--- src/runge_kutta_stage_combiner_top_defines.svh ---
// assertion macros shared by the stage combiner rtl
`ifndef RUNGE_KUTTA_STAGE_COMBINER_TOP_DEFINES_SVH
`define RUNGE_KUTTA_STAGE_COMBINER_TOP_DEFINES_SVH

// same-cycle implication, disabled while in reset
`define RKSC_ASSERT_IMPL(lbl, ante, cons, msg) \
    lbl: assert property (@(posedge i_clk) disable iff (!i_rst_n) (ante) |-> (cons)) \
        else $error(msg);

// next-cycle implication, disabled while in reset
`define RKSC_ASSERT_NEXT(lbl, ante, cons, msg) \
    lbl: assert property (@(posedge i_clk) disable iff (!i_rst_n) (ante) |=> (cons)) \
        else $error(msg);

`endif

--- src/rksc_pkg.sv ---
// types, constants, microcode rom and butcher tables of the stage combiner
`default_nettype none

package rksc_pkg;

    // default sizes
    localparam int DEF_MAX_ELEMENTS = 1024;
    localparam int DEF_MAX_STAGES   = 4;
    localparam int DEF_FRAC_BITS    = 16;

    // fixed widths
    localparam int IDX_W     = 10;
    localparam int VAL_W     = 32;
    localparam int DT_W      = 31;
    localparam int STAT_W    = 2;
    localparam int SNUM_W    = 3;
    localparam int METH_W    = 4;
    localparam int CFG_IDX_W = 2;
    localparam int PROD_W    = 66;
    localparam int COEF_FRAC = 28;
    localparam int UPC_W     = 4;

    // method codes
    localparam logic [METH_W-1:0] M_FEULER = 4'd0;
    localparam logic [METH_W-1:0] M_EMID   = 4'd1;
    localparam logic [METH_W-1:0] M_HEUN   = 4'd2;
    localparam logic [METH_W-1:0] M_KUTTA3 = 4'd3;
    localparam logic [METH_W-1:0] M_HEUN3  = 4'd4;
    localparam logic [METH_W-1:0] M_SSPRK3 = 4'd5;
    localparam logic [METH_W-1:0] M_RK4    = 4'd6;
    localparam logic [METH_W-1:0] M_BEULER = 4'd7;
    localparam logic [METH_W-1:0] M_IMID   = 4'd8;
    localparam logic [METH_W-1:0] M_CN     = 4'd9;
    localparam logic [METH_W-1:0] M_KS2    = 4'd10;
    localparam logic [METH_W-1:0] M_QZ2    = 4'd11;
    localparam logic [METH_W-1:0] M_ALX2   = 4'd12;
    localparam logic [METH_W-1:0] M_RK43   = 4'd13;

    // opcodes, status codes, register indexes
    localparam logic OP_STAGE = 1'b0;
    localparam logic OP_FINAL = 1'b1;

    localparam logic [STAT_W-1:0] ST_OK         = 2'd0;
    localparam logic [STAT_W-1:0] ST_ALL_DONE   = 2'd1;
    localparam logic [STAT_W-1:0] ST_INCOMPLETE = 2'd2;

    localparam logic [CFG_IDX_W-1:0] REG_METHOD     = 2'd0;
    localparam logic [CFG_IDX_W-1:0] REG_TIME_STEP  = 2'd1;
    localparam logic [CFG_IDX_W-1:0] REG_RECIP_STEP = 2'd2;

    // tableau coefficients, 28 fraction bits
    localparam logic signed [31:0] K_ONE     = 32'sd268435456;
    localparam logic signed [31:0] K_HALF    = 32'sd134217728;
    localparam logic signed [31:0] K_QTR     = 32'sd67108864;
    localparam logic signed [31:0] K_3QTR    = 32'sd201326592;
    localparam logic signed [31:0] K_3HALF   = 32'sd402653184;
    localparam logic signed [31:0] K_TWO     = 32'sd536870912;
    localparam logic signed [31:0] K_SIXTH   = 32'sd44739243;
    localparam logic signed [31:0] K_THIRD   = 32'sd89478485;
    localparam logic signed [31:0] K_2THIRD  = 32'sd178956971;
    localparam logic signed [31:0] K_GAMMA   = 32'sd78622925;
    localparam logic signed [31:0] K_1MGAMMA = 32'sd189812531;

    // saturation bounds on the wide datapath
    localparam logic signed [PROD_W-1:0] SAT_HI = 66'sd2147483647;
    localparam logic signed [PROD_W-1:0] SAT_LO = -66'sd2147483648;

    // beats
    typedef struct packed {
        logic                    opcode;
        logic [IDX_W-1:0]        element_index;
        logic signed [VAL_W-1:0] new_value;
        logic signed [VAL_W-1:0] old_value;
        logic                    last_element;
    } t_in_beat;

    typedef struct packed {
        logic signed [VAL_W-1:0] updated_value;
        logic signed [VAL_W-1:0] stage_slope;
        logic [STAT_W-1:0]       status;
        logic [SNUM_W-1:0]       stage_number;
    } t_out_beat;

    // multiplier operand selection
    typedef enum logic [1:0] {
        MOP_NONE,
        MOP_SLOPE,
        MOP_COEF,
        MOP_DT
    } t_mop;

    // jump conditions
    typedef enum logic [2:0] {
        C_NONE,
        C_NO_ITEM,
        C_BAD,
        C_MORE,
        C_OUT_BUSY
    } t_cond;

    // microprogram addresses
    localparam logic [UPC_W-1:0] U_IDLE  = 4'd0;
    localparam logic [UPC_W-1:0] U_CHECK = 4'd1;
    localparam logic [UPC_W-1:0] U_SLOPE = 4'd2;
    localparam logic [UPC_W-1:0] U_READ  = 4'd3;
    localparam logic [UPC_W-1:0] U_MUL   = 4'd4;
    localparam logic [UPC_W-1:0] U_ACC   = 4'd5;
    localparam logic [UPC_W-1:0] U_SCALE = 4'd6;
    localparam logic [UPC_W-1:0] U_DONE  = 4'd7;
    localparam logic [UPC_W-1:0] U_ERR   = 4'd8;

    // one control word
    typedef struct packed {
        logic             take;
        t_mop             mop;
        logic             init;
        logic             wr_slope;
        logic             rd;
        logic             acc;
        logic             emit;
        t_cond            cond;
        logic [UPC_W-1:0] target;
        logic             to_idle;
    } t_uword;

    // sequencer condition inputs
    typedef struct packed {
        logic item;
        logic bad;
        logic more;
        logic out_busy;
    } t_cond_in;

    // datapath status toward the top level
    typedef struct packed {
        logic              bad;
        logic              more;
        logic [STAT_W-1:0] status;
    } t_dp_stat;

    // microprogram
    function automatic t_uword ucode_rom(input logic [UPC_W-1:0] pc);
        t_uword w;
        w = '0;
        unique case (pc)
            U_IDLE: begin
                w.take   = 1'b1;
                w.cond   = C_NO_ITEM;
                w.target = U_IDLE;
            end
            U_CHECK: begin
                w.init   = 1'b1;
                w.mop    = MOP_SLOPE;
                w.cond   = C_BAD;
                w.target = U_ERR;
            end
            U_SLOPE: begin
                w.wr_slope = 1'b1;
            end
            U_READ: begin
                w.rd = 1'b1;
            end
            U_MUL: begin
                w.mop = MOP_COEF;
            end
            U_ACC: begin
                w.acc    = 1'b1;
                w.cond   = C_MORE;
                w.target = U_READ;
            end
            U_SCALE: begin
                w.mop = MOP_DT;
            end
            U_DONE: begin
                w.emit    = 1'b1;
                w.cond    = C_OUT_BUSY;
                w.target  = U_DONE;
                w.to_idle = 1'b1;
            end
            U_ERR: begin
                w.emit    = 1'b1;
                w.cond    = C_OUT_BUSY;
                w.target  = U_ERR;
                w.to_idle = 1'b1;
            end
            default: begin
                w.to_idle = 1'b1;
            end
        endcase
        return w;
    endfunction

    // stage count of each method
    function automatic logic [SNUM_W-1:0] method_stages(input logic [METH_W-1:0] m);
        logic [SNUM_W-1:0] n;
        unique case (m) inside
            M_EMID, M_HEUN, M_CN, M_KS2, M_QZ2, M_ALX2: n = 3'd2;
            M_KUTTA3, M_HEUN3, M_SSPRK3:                n = 3'd3;
            M_RK4, M_RK43:                              n = 3'd4;
            default:                                    n = 3'd1;
        endcase
        return n;
    endfunction

    // stage matrix a(r, c)
    function automatic logic signed [31:0] a_coef(input logic [METH_W-1:0] m,
                                                  input logic [1:0] r,
                                                  input logic [1:0] c);
        logic signed [31:0] v;
        v = '0;
        case (m)
            M_EMID:   if (r == 2'd1 && c == 2'd0) v = K_HALF;
            M_HEUN:   if (r == 2'd1 && c == 2'd0) v = K_ONE;
            M_KUTTA3: begin
                if (r == 2'd1 && c == 2'd0) v = K_HALF;
                if (r == 2'd2 && c == 2'd0) v = -K_ONE;
                if (r == 2'd2 && c == 2'd1) v = K_TWO;
            end
            M_HEUN3: begin
                if (r == 2'd1 && c == 2'd0) v = K_THIRD;
                if (r == 2'd2 && c == 2'd1) v = K_2THIRD;
            end
            M_SSPRK3: begin
                if (r == 2'd1 && c == 2'd0) v = K_ONE;
                if (r == 2'd2 && c == 2'd0) v = K_QTR;
                if (r == 2'd2 && c == 2'd1) v = K_QTR;
            end
            M_RK4: begin
                if (r == 2'd1 && c == 2'd0) v = K_HALF;
                if (r == 2'd2 && c == 2'd1) v = K_HALF;
                if (r == 2'd3 && c == 2'd2) v = K_ONE;
            end
            M_BEULER: if (r == 2'd0 && c == 2'd0) v = K_ONE;
            M_IMID:   if (r == 2'd0 && c == 2'd0) v = K_HALF;
            M_CN: begin
                if (r == 2'd1 && c == 2'd0) v = K_HALF;
                if (r == 2'd1 && c == 2'd1) v = K_HALF;
            end
            M_KS2: begin
                if (r == 2'd0 && c == 2'd0) v = K_HALF;
                if (r == 2'd1 && c == 2'd0) v = -K_HALF;
                if (r == 2'd1 && c == 2'd1) v = K_TWO;
            end
            M_QZ2: begin
                if (r == 2'd0 && c == 2'd0) v = K_QTR;
                if (r == 2'd1 && c == 2'd0) v = K_HALF;
                if (r == 2'd1 && c == 2'd1) v = K_QTR;
            end
            M_ALX2: begin
                if (r == 2'd0 && c == 2'd0) v = K_GAMMA;
                if (r == 2'd1 && c == 2'd0) v = K_1MGAMMA;
                if (r == 2'd1 && c == 2'd1) v = K_GAMMA;
            end
            M_RK43: begin
                if (r == 2'd0 && c == 2'd0) v = K_HALF;
                if (r == 2'd1 && c == 2'd0) v = K_SIXTH;
                if (r == 2'd1 && c == 2'd1) v = K_HALF;
                if (r == 2'd2 && c == 2'd0) v = -K_HALF;
                if (r == 2'd2 && c == 2'd1) v = K_HALF;
                if (r == 2'd2 && c == 2'd2) v = K_HALF;
                if (r == 2'd3 && c == 2'd0) v = K_3HALF;
                if (r == 2'd3 && c == 2'd1) v = -K_3HALF;
                if (r == 2'd3 && c == 2'd2) v = K_HALF;
                if (r == 2'd3 && c == 2'd3) v = K_HALF;
            end
            default: v = '0;
        endcase
        return v;
    endfunction

    // final weights b(c)
    function automatic logic signed [31:0] b_coef(input logic [METH_W-1:0] m,
                                                  input logic [1:0] c);
        logic signed [31:0] v;
        v = '0;
        case (m) inside
            M_EMID:   if (c == 2'd1) v = K_ONE;
            M_HEUN, M_CN, M_QZ2: begin
                if (c == 2'd0 || c == 2'd1) v = K_HALF;
            end
            M_KUTTA3: begin
                if (c == 2'd0 || c == 2'd2) v = K_SIXTH;
                if (c == 2'd1) v = K_2THIRD;
            end
            M_HEUN3: begin
                if (c == 2'd0) v = K_QTR;
                if (c == 2'd2) v = K_3QTR;
            end
            M_SSPRK3: begin
                if (c == 2'd0 || c == 2'd1) v = K_SIXTH;
                if (c == 2'd2) v = K_2THIRD;
            end
            M_RK4: begin
                if (c == 2'd0 || c == 2'd3) v = K_SIXTH;
                if (c == 2'd1 || c == 2'd2) v = K_THIRD;
            end
            M_KS2: begin
                if (c == 2'd0) v = -K_HALF;
                if (c == 2'd1) v = K_3HALF;
            end
            M_ALX2: begin
                if (c == 2'd0) v = K_1MGAMMA;
                if (c == 2'd1) v = K_GAMMA;
            end
            M_RK43: begin
                if (c == 2'd0) v = K_3HALF;
                if (c == 2'd1) v = -K_3HALF;
                if (c == 2'd2 || c == 2'd3) v = K_HALF;
            end
            default: if (c == 2'd0) v = K_ONE;
        endcase
        return v;
    endfunction

    // clamp a wide signed value to 32 bits
    function automatic logic signed [VAL_W-1:0] sat32(input logic signed [PROD_W-1:0] v);
        logic signed [VAL_W-1:0] r;
        if (v > SAT_HI) begin
            r = 32'sh7FFFFFFF;
        end else if (v < SAT_LO) begin
            r = 32'sh80000000;
        end else begin
            r = v[VAL_W-1:0];
        end
        return r;
    endfunction

    // element index wrap by repeated compare and subtract of shifted depth
    function automatic logic [IDX_W-1:0] elem_wrap(input logic [IDX_W-1:0] idx,
                                                   input int unsigned depth);
        logic [IDX_W-1:0] v;
        v = idx;
        for (int k = IDX_W - 1; k >= 0; k--) begin
            if ((depth << k) < (32'd1 << IDX_W) && 32'(v) >= (depth << k)) begin
                v = v - IDX_W'(depth << k);
            end
        end
        return v;
    endfunction

endpackage

`default_nettype wire

--- src/rksc_seq.sv ---
// microcode sequencer: step counter, control rom and conditional jumps
`default_nettype none

module rksc_seq (
    input  wire logic              i_clk,
    input  wire logic              i_rst_n,
    input  wire rksc_pkg::t_cond_in i_cond,
    output rksc_pkg::t_uword       o_uw
);
    import rksc_pkg::*;

    logic [UPC_W-1:0] r_upc;
    logic [UPC_W-1:0] n_upc;
    t_uword           uw;
    logic             hit;

    // current control word
    assign uw   = ucode_rom(r_upc);
    assign o_uw = uw;

    // jump condition
    always_comb begin
        case (uw.cond)
            C_NO_ITEM:  hit = !i_cond.item;
            C_BAD:      hit = i_cond.bad;
            C_MORE:     hit = i_cond.more;
            C_OUT_BUSY: hit = i_cond.out_busy;
            default:    hit = 1'b0;
        endcase
    end

    // next step
    always_comb begin
        if (hit) begin
            n_upc = uw.target;
        end else if (uw.to_idle) begin
            n_upc = U_IDLE;
        end else begin
            n_upc = r_upc + UPC_W'(1);
        end
    end

    // step counter
    always_ff @(posedge i_clk) begin
        if (!i_rst_n) begin
            r_upc <= U_IDLE;
        end else begin
            r_upc <= n_upc;
        end
    end

endmodule

`default_nettype wire

--- config.mk ---
export PLATFORM = sky130hd
export DESIGN_NAME = rksc_seq
export DESIGN_NICKNAME = d
export VERILOG_FILES = /design/src/runge_kutta_stage_combiner_top_defines.svh /design/src/rksc_pkg.sv /design/src/rksc_seq.sv
export SDC_FILE = /design/constraint.sdc
export NUM_CORES = 1
export LEC_CHECK = 0
export ABC_AREA = 1
export BUFFER_PORTS_ARGS = -buffer_cell sky130_fd_sc_hd__buf_2
export CORE_AREA = 2 2 39 41
export CTS_CLUSTER_DIAMETER = 200
export DETAILED_ROUTE_END_ITERATION = 8
export DIE_AREA = 0 0 41 43
export MAX_ROUTING_LAYER = met4
export PLACE_DENSITY = 0.65
export SLEW_MARGIN = 10
export SYNTH_ARGS = -nofsm -noshare
export SYNTH_HDL_FRONTEND = slang
export SYNTH_SLANG_ARGS = --single-unit
--- constraint.sdc ---
create_clock -name i_clk -period 1.6 [get_ports i_clk]
set_input_delay 0.24 -clock i_clk [delete_from_list [all_inputs] [get_ports i_clk]]
set_output_delay 0.24 -clock i_clk [all_outputs]
set_load 0.02 [all_outputs]
==> summary.md, run 1 <==
| Metric | Value |
|---|---|
| Fin Setup TNS | 0 ns |
| YS warnings | 0 |
| Worst Min Path Start | i_rst_n |
| Wire per inst | 9.94 um |
| Combinational share of power | 0.791 |
| Clock root cell | clkbuf_4 |
| DRC marker count from the first detailed-route iteration | 7 |
| Pins over their slew limit | 0 |
| Die H | roughly 43 um |
| Final cell count without fillers | 120 |
| RSZ-0062 raised after global routing | yes |
| Antenna diode count | 0 |
| Die area | approximately 0.0018 mm2 |
| Cell variety after synth | 19 |
| VDD IR max | between 0.7 and 0.8 mV |
| Reg2reg setup slack | around 0.16 ns |
| Die Wd | roughly 41 um |
| Post-route total power | 1.63 mW |
| Max reg flops | 4 |
| Largest net degree at the start of global routing | 8 |
| Relative max-transition margin | 0.857 |
| Maxcap violations | 0 |
| Clk Latency, worst-skew pair | 0.23 ns |
| Switch share | 0.552 |
| Status | finished clean |
| Final setup fails | 0 |
| Clock Path Buffers | 2 |
| Min Tclk post-route | about 1.6 ns |
| Antenna-violating nets left | 0 |
| FF-to-FF Start | r_upc[0] |
| RD Place Congestion | ~0.74 |
| Clock slew seen by the registers of the worst setup and hold paths | 0.04 ns |
| Max Fclk | about 630 MHz |
| Net switching power | ~0.9 mW |
| Num CTS Buffers | 3 |
| RR Endpoint | r_upc[2] |
| Biggest regs | r_upc x4 |
| Sequential share of the synthesized area | 0.157 |
| Seq cells post-synth | 4 |
| Worst setup SP type | register |
| Register with the most flip-flops | r_upc |
| # fillers | about 140 |
| Hold endpoint | r_upc[2] |
| Sequential power share | 0.136 |
| Number of global-route vias before repair | 471 |
| Post-Syn Area | 510 um2 |
| CP Data Arrival Time | 1.34 ns |
| DRC viols | 0 |
| Post-Syn Nets | 90 |
| Leakage power | 0.432 nW |
| Period utilization | 0.990 |
| # Post-CTS Setup Buffers | 0 |
| Clk pwr share | 0.074 |
| PD cells | 2110 mW/mm2 |
| Top-Level Pins | 22 |
| CTS tree | yes |
| Total Wirelength | 1190 um |
| Worst slew pin tran | 0.214 ns |
| Aggregate global-route resource usage | 0.146 |
| Worst hold path class | primary input to register |
| Total grt overflow | 0 |
| HPWL Detailed | between 900 and 1000 um |
| Syn avg cell area | roughly 6.4 um2 |
| P&R area growth vs syn | 51.2% |
| Crit path required time | about 1.4 ns |
| First-pass GRT wire length | between 1500 and 2000 um |
| Via/cell ratio | between 4 and 5 |
| IO Port Bufs | 21 |
| CP max FO | 5 |
| CP Class | register to output port |
| Cells on worst reg2reg path | 9 |
| H-tree Lvls | 1 |
| Int Pwr | around 0.73 mW |
| Post-placement cell count | about 120 |
| Post-synthesis cell count | 80 |
| Vias | around 540 |
| Pre-antenna DRT Iters | 3 |
| Final Hold Fails | 0 |
| Antenna violations before repair | 0 |
| Hold depth | 3 |
| Nature of the critical path endpoint | output port |
| CTS Hold Bufs | 0 |
| Final core utilization | 0.558 |
| Setup Skew | 0.00660 ns |
| Core box area | about 0.0014 mm2 |
| Row count | 14 |
| Initial Util | 0.369 |
| Share of layout cells above drive strength 1 | 0.577 |
| Clock Sinks | 4 |
| Final nets | 116 |
[power groups by stage]
stage               Combinational, mW  Sequential (mW)  Clock [mW]
floorplan                       0.809            0.172           0
global placement                 1.07            0.180           0
detailed placement               1.07            0.183           0
CTS                              1.13            0.195       0.122
global route                     1.42            0.227       0.129
finish                           1.29            0.221       0.120
[cells in the mapped netlist]
library cell,count,share of area
inv_2,4,0.029
ha_1,4,0.098
xor2_1,1,0.017
or2_2,1,0.012
buf_4,1,0.015
nand3_4,1,0.034
o21ai_0,2,0.020
nand3_2,2,0.039
nand3_1,6,0.059
inv_1,14,0.10
nor2_2,2,0.025
nand2_1,16,0.12
nor2_4,2,0.044
nand4_1,1,0.012
dfxtp_1,4,0.16
nand2_2,5,0.061
nand2_4,3,0.066
nor2_1,7,0.051
a21oi_1,4,0.039
[per-layer routing]
metal | up-vias | routed length, um | global-route usage
li1 | 290 | - | -
met1 | 236 | 484 | 0.154
met2 | 12 | 665 | 0.266
met3 | 0 | 43 | 0.0314
met4 | 0 | 0 | 0.0200
met5 | - | 0 | -
[stage by stage]
step,instance area [um2],setup WS (ns),hold slack (ns)
floorplan,510,0.0194,0.360
global placement,636,0.0757,0.481
detailed placement,636,-0.0122,0.487
CTS,692,-0.0149,0.246
global route,772,-0.0195,0.246
finish,772,0.0167,0.238
[cell families after synthesis]
group / synth area share
and+or+nand+nor: 0.522
AOI/OAI and AO/OA: 0.0588
xor gates and xnor gates: 0.0172
buffers and inverters: 0.147
DFF: 0.157
adders and majority gates: 0.0980
[layout make-up]
| type | instances | area (um2) | share of cell area |
|---|---|---|---|
| Tap cell | 16 | 20.0 | 0.0259 |
| Multi-Input combinational cell | 57 | 445 | 0.577 |
| Timing Repair Buffer | 22 | 121 | 0.157 |
| Inverter | 18 | 72.6 | 0.0940 |
| Sequential cell | 4 | 90.1 | 0.117 |
| Clock buffer | 3 | 22.5 | 0.0292 |
[worst max-delay path by stage]
stage,from,cells after the start,slack (ns),to
final,r_upc[0],6,0.02,o_uw[0]
after detailed placement,r_upc[0],9,-0.01,r_upc[2]
after global placement,r_upc[0],9,0.08,r_upc[3]
after global routing,r_upc[0],6,-0.02,o_uw[0]
after floorplan,r_upc[0],8,0.02,r_upc[2]
after CTS,r_upc[1],6,-0.01,o_uw[0]
[worst max-delay path: stages (launching register included)]
cell and delay [ns]:
dfxtp_4 0.39, inv_4 0.06, ha_4 0.18, o21ai_2 0.12
nand3_2 0.12, nor2_4 0.14, buf_6 0.12
[cells in the final DEF (no fill, tap or decap), types with 3 or more instances in the layout]
master / netlist / routed
a21oi_1: 4 / 4
nand3_4: 1 / 3
buf_2: 0 / 19
nand2_1: 16 / 15
inv_1: 14 / 12
nand2_2: 5 / 6
inv_2: 4 / 4
nor2_4: 2 / 4
clkbuf_4: 0 / 3
ha_4: 0 / 3
nand3_1: 6 / 5
nor2_1: 7 / 6
nand2_4: 3 / 3
[repair_timing]
item	CTS	global route
gates resized for setup	12	20
pin swaps	1	4
setup endpoints to repair	8	8
No activity file was read; power rests on OpenSTA's default activity.
==> run 2, diff against run 1 <==
--- a/config.mk
+++ b/config.mk
@@ -5,14 +5,13 @@
 export SDC_FILE = /design/constraint.sdc
 export NUM_CORES = 1
 export LEC_CHECK = 0
-export ABC_AREA = 1
 export BUFFER_PORTS_ARGS = -buffer_cell sky130_fd_sc_hd__buf_2
 export CORE_AREA = 2 2 39 41
 export CTS_CLUSTER_DIAMETER = 200
 export DETAILED_ROUTE_END_ITERATION = 8
 export DIE_AREA = 0 0 41 43
 export MAX_ROUTING_LAYER = met4
-export PLACE_DENSITY = 0.65
+export PLACE_DENSITY = 0.63
 export SLEW_MARGIN = 10
 export SYNTH_ARGS = -nofsm -noshare
 export SYNTH_HDL_FRONTEND = slang
==> run 2 against run 1 <==
  * The run now ends with setup timing left
  * Critical path depth grew 1
  * Largest cell class unchanged
  * Die area did not move
  * Combinational power is 11% higher
  * First-iteration DRC count fell by 71%
  * Sequential power shrank 23%
==> summary.md, run 2 <==
| Metric | Value |
|---|---|
| Status | complete, but fails checks |
| Violated checks | setup timing |
| Buf/Inv on CP | 1 |
| RSZ-0062 raised after global routing | yes |
| Pins over their slew limit | 0 |
| Crit path required time | about 1.7 ns |
| Max reg flops | 4 |
| Cells on worst reg2reg path | 7 |
| Register with the most flip-flops | r_upc |
| Most frequent cells after synthesis | nor2_1, inv_1, nand2b_1 |
| Post-synthesis cell count | 66 |
| Min Tclk post-route | around 1.7 ns |
| Most common cell in the netlist | nor2_1 |
| CP max FO | 5 |
| CTS tree | yes |
| Clk Latency, worst-skew pair | 0.24 ns |
| Main synth FF type | dfxtp_1 |
| Post-route total power | 1.73 mW |
| Row count | 14 |
| RD Place Congestion | 0.768 |
| Num CTS Buffers | 3 |
| Core box area | 0.00138 mm2 |
| Post-synth ARST share | 0 |
| Area share of the largest cell type after synthesis | 0.163 |
| Post-route setup slack | -0.124 ns |
| Post-Syn Area | between 400 and 500 um2 |
| Final setup fails | 8 |
| Total Wirelength | ~1700 um |
| Crit-path leading delay family | compound AO/OA/AOI/OAI gates |
| Largest net degree at the start of global routing | 12 |
| # fillers | 104 |
| Seq cells post-synth | 4 |
| CP Class | register to register |
| PD cells | between 1500 and 2000 mW/mm2 |
| Syn avg cell area | around 7.4 um2 |
| Worst slew pin tran | between 0.2 and 0.3 ns |
| Synth area leaders | dfxtp_1, ha_1, mux2i_1 |
| Pre-antenna DRT Iters | 2 |
| Clock root cell | clkbuf_4 |
| Hold endpoint | r_upc[1] |
| Placed instance area | between 700 and 800 um2 |
| Nature of the critical path endpoint | register |
| Clock slew seen by the registers of the worst setup and hold paths | 0.04 ns |
| Total grt overflow | 0 |
| Clock Path Buffers | 2 |
| Max Fclk | roughly 580 MHz |
| Design area | 0.00101 mm2 |
| P&R area growth vs syn | 106% |
| Die area | roughly 0.0018 mm2 |
| DRC marker count from the first detailed-route iteration | 2 |
| Post-Syn Nets | 76 |
| YS warnings | 0 |
| M1 GR Usage | 0.197 |
| Relative max-transition margin | 0.812 |
| Biggest regs | r_upc x4 |
| Aggregate global-route resource usage | 0.198 |
| RR Endpoint | r_upc[3] |
| CP Data Arrival Time | roughly 1.8 ns |
| Die Wd | ~41 um |
| Worst path max stage delay | around 0.37 ns |
| Final Hold Fails | 0 |
| Setup Skew | between 0.008 and 0.009 ns |
| H-tree Lvls | 1 |
| VDD IR max | between 1 and 1.5 mV |
| Antenna-violating nets left | 0 |
| Sequential share of the synthesized area | 0.163 |
| Initial Util | 0.354 |
| Most frequent cells in the layout | buf_4, buf_6, buf_2 |
| Hold depth | 2 |
| Crit path cell chain | inv_4 -> ha_4 -> or2_0 -> a32o_2 -> o221ai_4 -> mux2i_1 -> nor2b_1 |
| CTS Hold Bufs | 0 |
| HPWL Detailed | 1080 um |
| Largest area contributor in the netlist | dfxtp_1 |
| Met3 usage | 0.0366 |
| DRC viols | 0 |
| Antenna violations before repair | 0 |
| Commonest non-fill, non-tap cell in the layout | buf_4 |
| Wire per inst | 13.7 um |
| Die H | 43 um |
| Period utilization | 1.08 |
| Met2 Use GR | 0.353 |
| FF-to-FF Start | r_upc[0] |
| Vias | 640 |
| First-pass GRT wire length | 2360 um |
| Layer with the highest usage | met2 |
| Share of layout cells above drive strength 1 | 0.697 |
| Reg2reg setup slack | -0.12 ns |
| Top-Level Pins | 22 |
| Clock Sinks | 4 |
| Leakage power | approximately 0.47 nW |
| Maxcap violations | 0 |
| Worst hold path class | primary input to register |
| Via/cell ratio | slightly above 5 |
| Worst setup SP type | register |
| Number of flops mapped to enable cells by yosys | 0 |
| Final nets | 120 |
| Number of global-route vias before repair | between 500 and 600 |
| Worst slack, placed | -0.0876 ns |
| Fin Setup TNS | -0.528 ns |
| Antenna diode count | 0 |
| Cell variety after synth | 29 |
| Worst Min Path Start | i_rst_n |
| Crit-path slowest cell | dfxtp_4 |
| IO Port Bufs | 21 |
run 2: layout make-up:
cell class / instances / area [um2] / share of cell area
clock buffers: 4 / 26.3 / 0.0260
inverters: 6 / 30.0 / 0.0297
multi-input cells: 52 / 507 / 0.501
flip-flops and latches: 4 / 86.3 / 0.0853
well taps: 16 / 20.0 / 0.0198
repair buffers: 43 / 343 / 0.339
run 2: routing by layer:
layer / vias to the layer above / routed length (um)
li1: 314 / -
met1: 305 / 676
met2: 17 / 932
met3: 4 / 63
met4: 0 / 40
met5: - / 0
run 2: where the power goes:
group / total (mW) / switching, mW / leakage, nW / internal [mW]
Combinational: 1.43 / 0.688 / 0.421 / 0.738
Clock: 0.136 / 0.0421 / 0.0150 / 0.0936
Sequential: 0.171 / 0.0384 / 0.0342 / 0.132
run 2: through the flow:
stage,instances,hold slack (ns),util
2_1_floorplan,66,0.367,-
3_3_place_gp,113,0.494,0.530
3_5_place_dp,113,0.506,0.530
4_1_cts,122,0.258,0.641
5_1_grt,125,0.268,0.731
6_report,125,0.263,0.731
run 2: repair_timing:
item | 4_1_cts | 5_1_grt
cloned | 0 | 0
buffers inserted | 5 | 3
setup endpoints to repair | 14 | 15
gates resized for setup | 26 | 29
pin swaps | 5 | 5
run 2: how the worst max path moves through the flow:
stage / cells past startpoint / to / start
3_3_place_gp: 7 / r_upc[3] / r_upc[0]
5_1_grt: 7 / r_upc[3] / r_upc[0]
3_5_place_dp: 7 / r_upc[3] / r_upc[0]
4_1_cts: 6 / o_uw[0] / r_upc[0]
6_report: 7 / r_upc[3] / r_upc[0]
2_1_floorplan: 7 / r_upc[1] / r_upc[0]
run 2: cell families after synthesis:
family	share of synthesized area
compound gates	0.196
flops	0.163
simple gates	0.355
mux	0.0816
fa+ha+maj	0.102
buf+inv	0.102
run 2: worst register-to-register path, stage by stage (launching register included):
cell and delay (ns):
dfxtp_4 0.37, inv_4 0.04, ha_4 0.16, or2_0 0.22
a32o_2 0.26, o221ai_4 0.23, mux2i_1 0.26, nor2b_1 0.06
